**config.mk**
```make
export PLATFORM = sky130hd
export DESIGN_NAME = elapsed_seconds_between_datetimes_top
export DESIGN_NICKNAME = d
export VERILOG_FILES = /design/src/sv/esbd_pkg.sv /design/src/sv/esbd_front.sv /design/src/sv/esbd_queue.sv /design/src/sv/esbd_back.sv /design/src/sv/elapsed_seconds_between_datetimes_top.sv
export SDC_FILE = /design/constraint.sdc
export NUM_CORES = 1
export LEC_CHECK = 0
export BUFFER_PORTS_ARGS = -buffer_cell sky130_fd_sc_hd__clkbuf_2
export CORE_AREA = 2 2 262 264
export CTS_BUF_LIST = sky130_fd_sc_hd__clkbuf_4 sky130_fd_sc_hd__clkbuf_8
export DETAILED_ROUTE_END_ITERATION = 16
export DIE_AREA = 0 0 264 266
export PLACE_DENSITY = 0.59
export SETUP_SLACK_MARGIN = 0.02
export SLEW_MARGIN = 40
export SYNTH_ARGS = -nofsm -noshare
export SYNTH_HDL_FRONTEND = slang
export SYNTH_SLANG_ARGS = --single-unit
export TNS_END_PERCENT = 20
```
**constraint.sdc**
```tcl
create_clock -name i_clk -period 11.3 [get_ports i_clk]
set_input_delay 0.565 -clock i_clk [delete_from_list [all_inputs] [get_ports i_clk]]
set_output_delay 0.565 -clock i_clk [all_outputs]
set_load 0.02 [all_outputs]
```
**src/sv/esbd_pkg.sv**
```systemverilog
package esbd_pkg;

    localparam int unsigned DAYS_W = 16;           // up to 46844 days
    localparam int unsigned SOD_W  = 17;           // up to 115443 s within a day
    localparam int unsigned ABS_W  = 33;           // absolute seconds, with headroom
    localparam int unsigned OUT_W  = 32;

    localparam logic [16:0] SECS_PER_DAY  = 17'd86400;
    localparam logic [11:0] SECS_PER_HOUR = 12'd3600;
    localparam logic [5:0]  SECS_PER_MIN  = 6'd60;
    localparam logic [8:0]  DAYS_PER_YEAR = 9'd365;
    localparam logic [3:0]  MONTH_MARCH   = 4'd3;

    typedef struct packed {
        logic [6:0] start_year;
        logic [3:0] start_month;
        logic [4:0] start_day;
        logic [4:0] start_hour;
        logic [5:0] start_minute;
        logic [5:0] start_second;
        logic [6:0] now_year;
        logic [3:0] now_month;
        logic [4:0] now_day;
        logic [4:0] now_hour;
        logic [5:0] now_minute;
        logic [5:0] now_second;
    } t_in;

    typedef struct packed {
        logic [31:0] elapsed_seconds;
        logic        now_before_start;
    } t_out;

    // One timestamp split into whole days since 2000 and seconds within the day.
    typedef struct packed {
        logic [DAYS_W-1:0] days;
        logic [SOD_W-1:0]  sod;
    } t_stamp;

    typedef struct packed {
        t_stamp start;
        t_stamp now;
    } t_entry;

    typedef struct packed {
        logic full;
        logic empty;
    } t_q_status;

    // Days in the whole months before month m, common year.
    function automatic logic [8:0] days_before_month(input logic [3:0] m);
        logic [8:0] d;
        unique case (m)
            4'd0:    d = 9'd0;
            4'd1:    d = 9'd0;
            4'd2:    d = 9'd31;
            4'd3:    d = 9'd59;
            4'd4:    d = 9'd90;
            4'd5:    d = 9'd120;
            4'd6:    d = 9'd151;
            4'd7:    d = 9'd181;
            4'd8:    d = 9'd212;
            4'd9:    d = 9'd243;
            4'd10:   d = 9'd273;
            4'd11:   d = 9'd304;
            4'd12:   d = 9'd334;
            4'd13:   d = 9'd365;
            4'd14:   d = 9'd395;
            default: d = 9'd425;
        endcase
        return d;
    endfunction

endpackage

```
**src/sv/esbd_front.sv**
```systemverilog
module esbd_front import esbd_pkg::*; (
    input  logic   i_valid,
    input  t_in    i_data,
    input  logic   i_q_full,
    output logic   o_stall,
    output logic   o_push,
    output t_entry o_entry
);

    // Map one timestamp to day count and second-of-day.
    function automatic t_stamp to_stamp(input logic [6:0] yr, input logic [3:0] mo,
                                        input logic [4:0] dy, input logic [4:0] hr,
                                        input logic [5:0] mi, input logic [5:0] se);
        t_stamp     s;
        logic [7:0] yr_p3;
        logic       leap;
        yr_p3  = {1'b0, yr} + 8'd3;
        leap   = (yr[1:0] == 2'b00);           // 2000 is divisible by 4
        s.days = DAYS_W'(yr) * DAYS_W'(DAYS_PER_YEAR) + DAYS_W'(yr_p3[7:2])
               + DAYS_W'(days_before_month(mo))
               + DAYS_W'((leap && mo >= MONTH_MARCH) ? 1'b1 : 1'b0)
               + DAYS_W'(dy);
        s.sod  = SOD_W'(hr) * SOD_W'(SECS_PER_HOUR) + SOD_W'(mi) * SOD_W'(SECS_PER_MIN)
               + SOD_W'(se);
        return s;
    endfunction

    assign o_stall = i_q_full;
    assign o_push  = i_valid && !i_q_full;

    assign o_entry.start = to_stamp(i_data.start_year, i_data.start_month, i_data.start_day,
                                    i_data.start_hour, i_data.start_minute,
                                    i_data.start_second);
    assign o_entry.now   = to_stamp(i_data.now_year, i_data.now_month, i_data.now_day,
                                    i_data.now_hour, i_data.now_minute, i_data.now_second);

endmodule

```
**src/sv/esbd_queue.sv**
```systemverilog
module esbd_queue import esbd_pkg::*; #(
    parameter int unsigned DEPTH = 4
) (
    input  logic      i_clk,
    input  logic      i_rst_n,
    input  logic      i_push,
    input  t_entry    i_entry,
    input  logic      i_pop,
    output t_q_status o_status,
    output t_entry    o_head
);

    localparam int unsigned PTR_W = (DEPTH > 1) ? $clog2(DEPTH) : 1;
    localparam int unsigned CNT_W = $clog2(DEPTH + 1);
    localparam logic [PTR_W-1:0] LAST = PTR_W'(DEPTH - 1);
    localparam logic [CNT_W-1:0] FULL = CNT_W'(DEPTH);

    t_entry           r_mem [DEPTH];
    logic [PTR_W-1:0] r_wr_ptr, n_wr_ptr;
    logic [PTR_W-1:0] r_rd_ptr, n_rd_ptr;
    logic [CNT_W-1:0] r_count, n_count;

    always_comb begin
        n_wr_ptr = r_wr_ptr;
        n_rd_ptr = r_rd_ptr;
        n_count  = r_count;
        if (i_push) begin
            n_wr_ptr = (r_wr_ptr == LAST) ? '0 : r_wr_ptr + 1'b1;
        end
        if (i_pop) begin
            n_rd_ptr = (r_rd_ptr == LAST) ? '0 : r_rd_ptr + 1'b1;
        end
        if (i_push && !i_pop) begin
            n_count = r_count + 1'b1;
        end else if (i_pop && !i_push) begin
            n_count = r_count - 1'b1;
        end
    end

    always_ff @(posedge i_clk) begin
        if (!i_rst_n) begin
            r_wr_ptr <= '0;
            r_rd_ptr <= '0;
            r_count  <= '0;
        end else begin
            r_wr_ptr <= n_wr_ptr;
            r_rd_ptr <= n_rd_ptr;
            r_count  <= n_count;
        end
    end

    always_ff @(posedge i_clk) begin
        if (i_push) begin
            r_mem[r_wr_ptr] <= i_entry;
        end
    end

    assign o_head         = r_mem[r_rd_ptr];
    assign o_status.full  = (r_count == FULL);
    assign o_status.empty = (r_count == '0);

endmodule

```
**src/sv/esbd_back.sv**
```systemverilog
module esbd_back import esbd_pkg::*; (
    input  logic   i_clk,
    input  logic   i_rst_n,
    input  logic   i_q_empty,
    input  t_entry i_head,
    output logic   o_pop,
    output logic   o_valid,
    input  logic   i_stall,
    output t_out   o_data
);

    logic             r_s1_vld;
    logic [ABS_W-1:0] r_abs_start, r_abs_now;
    logic             r_out_vld;
    t_out             r_out, n_out;
    logic             out_adv, s1_adv;
    logic [ABS_W-1:0] diff;

    assign out_adv = !r_out_vld || !i_stall;
    assign s1_adv  = !r_s1_vld || out_adv;
    assign o_pop   = !i_q_empty && s1_adv;

    // Stage 2: compare, subtract, saturate.
    always_comb begin
        diff  = r_abs_now - r_abs_start;
        n_out = '0;
        if (r_abs_now < r_abs_start) begin
            n_out.now_before_start = 1'b1;
        end else if (diff[ABS_W-1]) begin
            n_out.elapsed_seconds = '1;
        end else begin
            n_out.elapsed_seconds = diff[OUT_W-1:0];
        end
    end

    always_ff @(posedge i_clk) begin
        if (!i_rst_n) begin
            r_s1_vld  <= 1'b0;
            r_out_vld <= 1'b0;
        end else begin
            if (s1_adv) begin
                r_s1_vld <= !i_q_empty;
            end
            if (out_adv) begin
                r_out_vld <= r_s1_vld;
            end
        end
    end

    // Stage 1: days * 86400 + second-of-day, one multiplier per timestamp.
    always_ff @(posedge i_clk) begin
        if (o_pop) begin
            r_abs_start <= ABS_W'(i_head.start.days) * ABS_W'(SECS_PER_DAY)
                         + ABS_W'(i_head.start.sod);
            r_abs_now   <= ABS_W'(i_head.now.days) * ABS_W'(SECS_PER_DAY)
                         + ABS_W'(i_head.now.sod);
        end
        if (out_adv && r_s1_vld) begin
            r_out <= n_out;
        end
    end

    assign o_valid = r_out_vld;
    assign o_data  = r_out;

endmodule

```
**src/sv/elapsed_seconds_between_datetimes_top.sv**
```systemverilog
// Elapsed seconds between two datetimes (years 2000 onward, 4-year leap rule).
// Path: a beat goes into the queue, is registered by the multiply stage, then by the
//   output register. Throughput: one beat per cycle while the output is not stalled;
//   output stalls back up through the queue.
// Reset: synchronous active-low i_rst_n empties the queue and clears pipeline valids;
//   no clearing pass, the block takes beats the cycle after reset drops.
module elapsed_seconds_between_datetimes_top import esbd_pkg::*; #(
    parameter int unsigned QUEUE_DEPTH = 4      // 2..16 entries
) (
    input  logic i_clk,
    input  logic i_rst_n,
    input  logic i_valid,
    output logic o_stall,
    input  t_in  i_data,
    output logic o_valid,
    input  logic i_stall,
    output t_out o_data
);

    // Front: converts both timestamps of a beat into day count plus
    // second-of-day (constant multiplies and the month table only).
    logic      push;
    t_entry    entry;
    // Queue: decouples front and back so either side can stall alone.
    t_q_status q_status;
    t_entry    head;
    logic      pop;

    esbd_front u_front (
        .i_valid  (i_valid),
        .i_data   (i_data),
        .i_q_full (q_status.full),
        .o_stall  (o_stall),
        .o_push   (push),
        .o_entry  (entry)
    );

    esbd_queue #(
        .DEPTH (QUEUE_DEPTH)
    ) u_queue (
        .i_clk    (i_clk),
        .i_rst_n  (i_rst_n),
        .i_push   (push),
        .i_entry  (entry),
        .i_pop    (pop),
        .o_status (q_status),
        .o_head   (head)
    );

    // Back: days * 86400 registered, then difference with the
    // "now before start" flag into the output register.
    esbd_back u_back (
        .i_clk     (i_clk),
        .i_rst_n   (i_rst_n),
        .i_q_empty (q_status.empty),
        .i_head    (head),
        .o_pop     (pop),
        .o_valid   (o_valid),
        .i_stall   (i_stall),
        .o_data    (o_data)
    );

endmodule

```
==> flow_metrics.py <==
metrics = {
    "floorplanning": {
        "rows": 96,
        "dieArea_mm2": 0.0702,
        "chipHeight_um": 266,
        "start_util_pct": 44.4,
        "core_area_mm2": 0.0677,
        "die_w_um": 264,
        "ios": 105,
    },
    "yosys": {
        "synth_warnings": 0,
        "synth-simple-area-share_pct": 6.23,
        "synth_seq_cells": 374,
        "syn-num-nets": 3228,
        "ys_seq_area_share_pct": 37.0,
        "synth-edff-count": 363,
        "synthMuxAreaShare_pct": 5.57,
        "avgSynthCellArea_um2": 11.8,
        "async_flop_share_pct": 0,
        "yosys_most_used_dff": "edfxtp_1",
        "synth_top_family_by_area": "adder cells",
        "synth_compound_area_share_pct": 10.1,
        "synth_area_mm2": 0.0301,
        "syn_inst": 2537,
        "synthXorXnorAreaFrac_pct": 5.62,
        "synth_cell_types": 85,
        "synthAdderAreaFrac_pct": 29.8,
    },
    "global_route": {
        "grt_max_degree": 69,
        "grt_antenna_before_repair": 5,
        "grt_use_total_pct": 17.6,
        "overflow": 0,
        "grt_pass1_vias": 19500,
        "grt_first_pass_wirelength_um": 100000,
    },
    "placement": {
        "dp_hpwl_um": 49000,
        "gp_congestion": 0.871,
        "io_buffers": 104,
        "placed_cells": 3498,
    },
    "worst_hold_path": {
        "holdPathStages": 1,
        "min_to": "u_queue.r_mem[0][33]",
        "holdCritStartpoint": "i_data[33]",
        "hold_path.class": "primary input to flop",
    },
    "clock_network": {
        "postCtsHoldBufs": 0,
        "cts_buffers": 60,
        "clk_pin_slew_worst_paths_ps": 60,
        "ctsRootBufferMaster": "clkbuf_8",
        "cts_sinks": 374,
        "cts_tree": "yes",
        "cts_max_level": 2,
        "post_cts_resize_count": 0,
        "post_cts_buffers": 0,
        "clk_latency_ps": 660,
        "cts_buffer_depth": 3,
    },
    "timing": {
        "tightest_slew_ps": 817,
        "timing.slew.headroom_pct": 45.5,
        "fin_crit_sh_pct": 61.7,
        "setup_tns_ps": 0,
        "fin_crit_ps": 6970,
        "setup-violations-final": 0,
        "skew_ps": 30.6,
        "rsz0062_at_grt": "false",
        "timing.final.hold_violations": 0,
        "slew_violations": 0,
        "max_freq_mhz": 143,
    },
    "worst_setup_path": {
        "path_max_fanout": 50,
        "startpoint_type": "flop",
        "reg2reg_to": "u_back.r_abs_start[31]",
        "rrSetupSlack_ps": 4330,
        "arrival_ps": 7350,
        "criticalPathCategory": "flop to flop",
        "endpoint_kind": "flop",
        "reg2regPathDepth": 21,
        "required_ps": 11670,
    },
    "outcome": {
        "status": "completed",
    },
    "cells_and_area": {
        "fill_cells": 6195,
        "fin_cells": 3611,
        "mostFrequentLayoutCell": "ha_1",
        "layout-drive-gt1-share_pct": 11.8,
        "area.growth.synth_to_final_pct": 9.60,
        "nets": 3369,
        "final_cell_mix": "464 x ha_1, 414 x inv_1, 363 x edfxtp_1",
    },
    "routing": {
        "first_pass_iters": 5,
        "via_count": 19000,
        "drtAntennaViolNets": 0,
        "wl_um": 61200,
        "avgRoutedWirePerCell_um": 16.9,
        "vias_per_cell": 5.26,
        "remaining_drc_errors": 0,
        "drtIter0Drc": 1030,
    },
    "flow_run": {
        "maxCapViolCount": 0,
    },
}
## cells in the mapped netlist, drive strengths merged, types with 16 or more instances
master  number  area share [%]
and3        18            0.37
a21o        63             1.6
nor2b       20            0.42
nor3        36            0.62
edfxtp     363              36
o21a        17            0.43
ha         464              19
nor2        87             1.1
o211ai      16            0.43
xor2        61             1.8
mux4        68             5.1
nand2       69            0.86
nand2b      17            0.35
inv        414             5.2
xnor2      132             3.8
o21ai       66             1.1
buf         21            0.30
nand3       32            0.57
a21oi      161             2.7
fa         157              10
o21bai      38            0.95
## per-stage QoR
step | area (um2) | worst slack (ps) | util [%] | hold slack (ps)
after floorplan | 30100 | 4620 | - | 473
after global placement | 31600 | 4390 | 46.7 | 482
after detailed placement | 31700 | 4330 | 46.8 | 515
after CTS | 32900 | 4300 | 48.6 | 79.6
after global routing | 32900 | 3790 | 48.6 | 93.3
final | 32900 | 4330 | 48.6 | 134
## worst max-delay path by stage
stage	startpoint	end	slack, ps
2_1_floorplan	flop	u_back.r_abs_start[31]	4620
5_1_grt	flop	u_back.r_abs_start[31]	3790
3_3_place_gp	flop	u_back.r_abs_start[31]	4390
3_5_place_dp	flop	u_back.r_abs_start[31]	4330
4_1_cts	flop	u_back.r_abs_start[31]	4300
6_report	flop	u_back.r_abs_start[31]	4330
## cells by family after synthesis
kind of cell | count (synthesis)
adders and majority gates | 621
and+or+nand+nor | 356
DFF | 374
AOI/OAI and AO/OA | 461
muxes | 82
xor gates and xnor gates | 193
buffers and inverters | 450
## state kept, by name (all words and copies together) (netlist names), named ones only
signal              cells
u_queue.r_wr_ptr        2
u_queue.r_rd_ptr        2
u_queue.r_mem         264
u_queue.r_count         3
u_back.r_abs_start     33
u_back.o_valid          1
u_back.o_data          33
u_back.r_s1_vld         1
u_back.r_abs_now       33
## layout make-up
cell class / count / area (um2) / area share (%)
diodes: 1 / 2.50 / 0.00760
flip-flops and latches: 374 / 11100 / 33.8
multi-input cells: 1713 / 17300 / 52.5
well taps: 882 / 1100 / 3.35
repair buffers: 115 / 649 / 1.97
inverters: 414 / 1550 / 4.72
clock buffers: 68 / 886 / 2.69
clock inverters: 44 / 322 / 0.976
## routing by layer
layer / GRT usage [%] / wire length, um / share of wire, % / vias up
li1: - / - / - / 9362
met1: 25.3 / 29700 / 48 / 9205
met2: 28.5 / 27900 / 46 / 353
met3: 2.50 / 2640 / 4.3 / 76
met4: 3.89 / 946 / 1.5 / 2
met5: 0 / 13 / 0.021 / -
## critical path, stage by stage (launching register included)
cell and delay (ps):
dfxtp_2 610, buf_4 670, mux4_2 490, ha_1 310, inv_1 70, fa_1 500
inv_1 50, fa_1 450, ha_1 280, inv_1 50, fa_1 490, inv_1 40
ha_1 390, and4_1 200, and2_1 150, a31oi_1 330, o21ai_0 210, a21oi_1 420
xnor2_1 230, nor4b_2 300, nor4b_2 280, xnor2_1 110
Power is left out: the tool's default activity adds up to more than one toggle a clock period on the data nets, which glitch-free logic cannot reach.
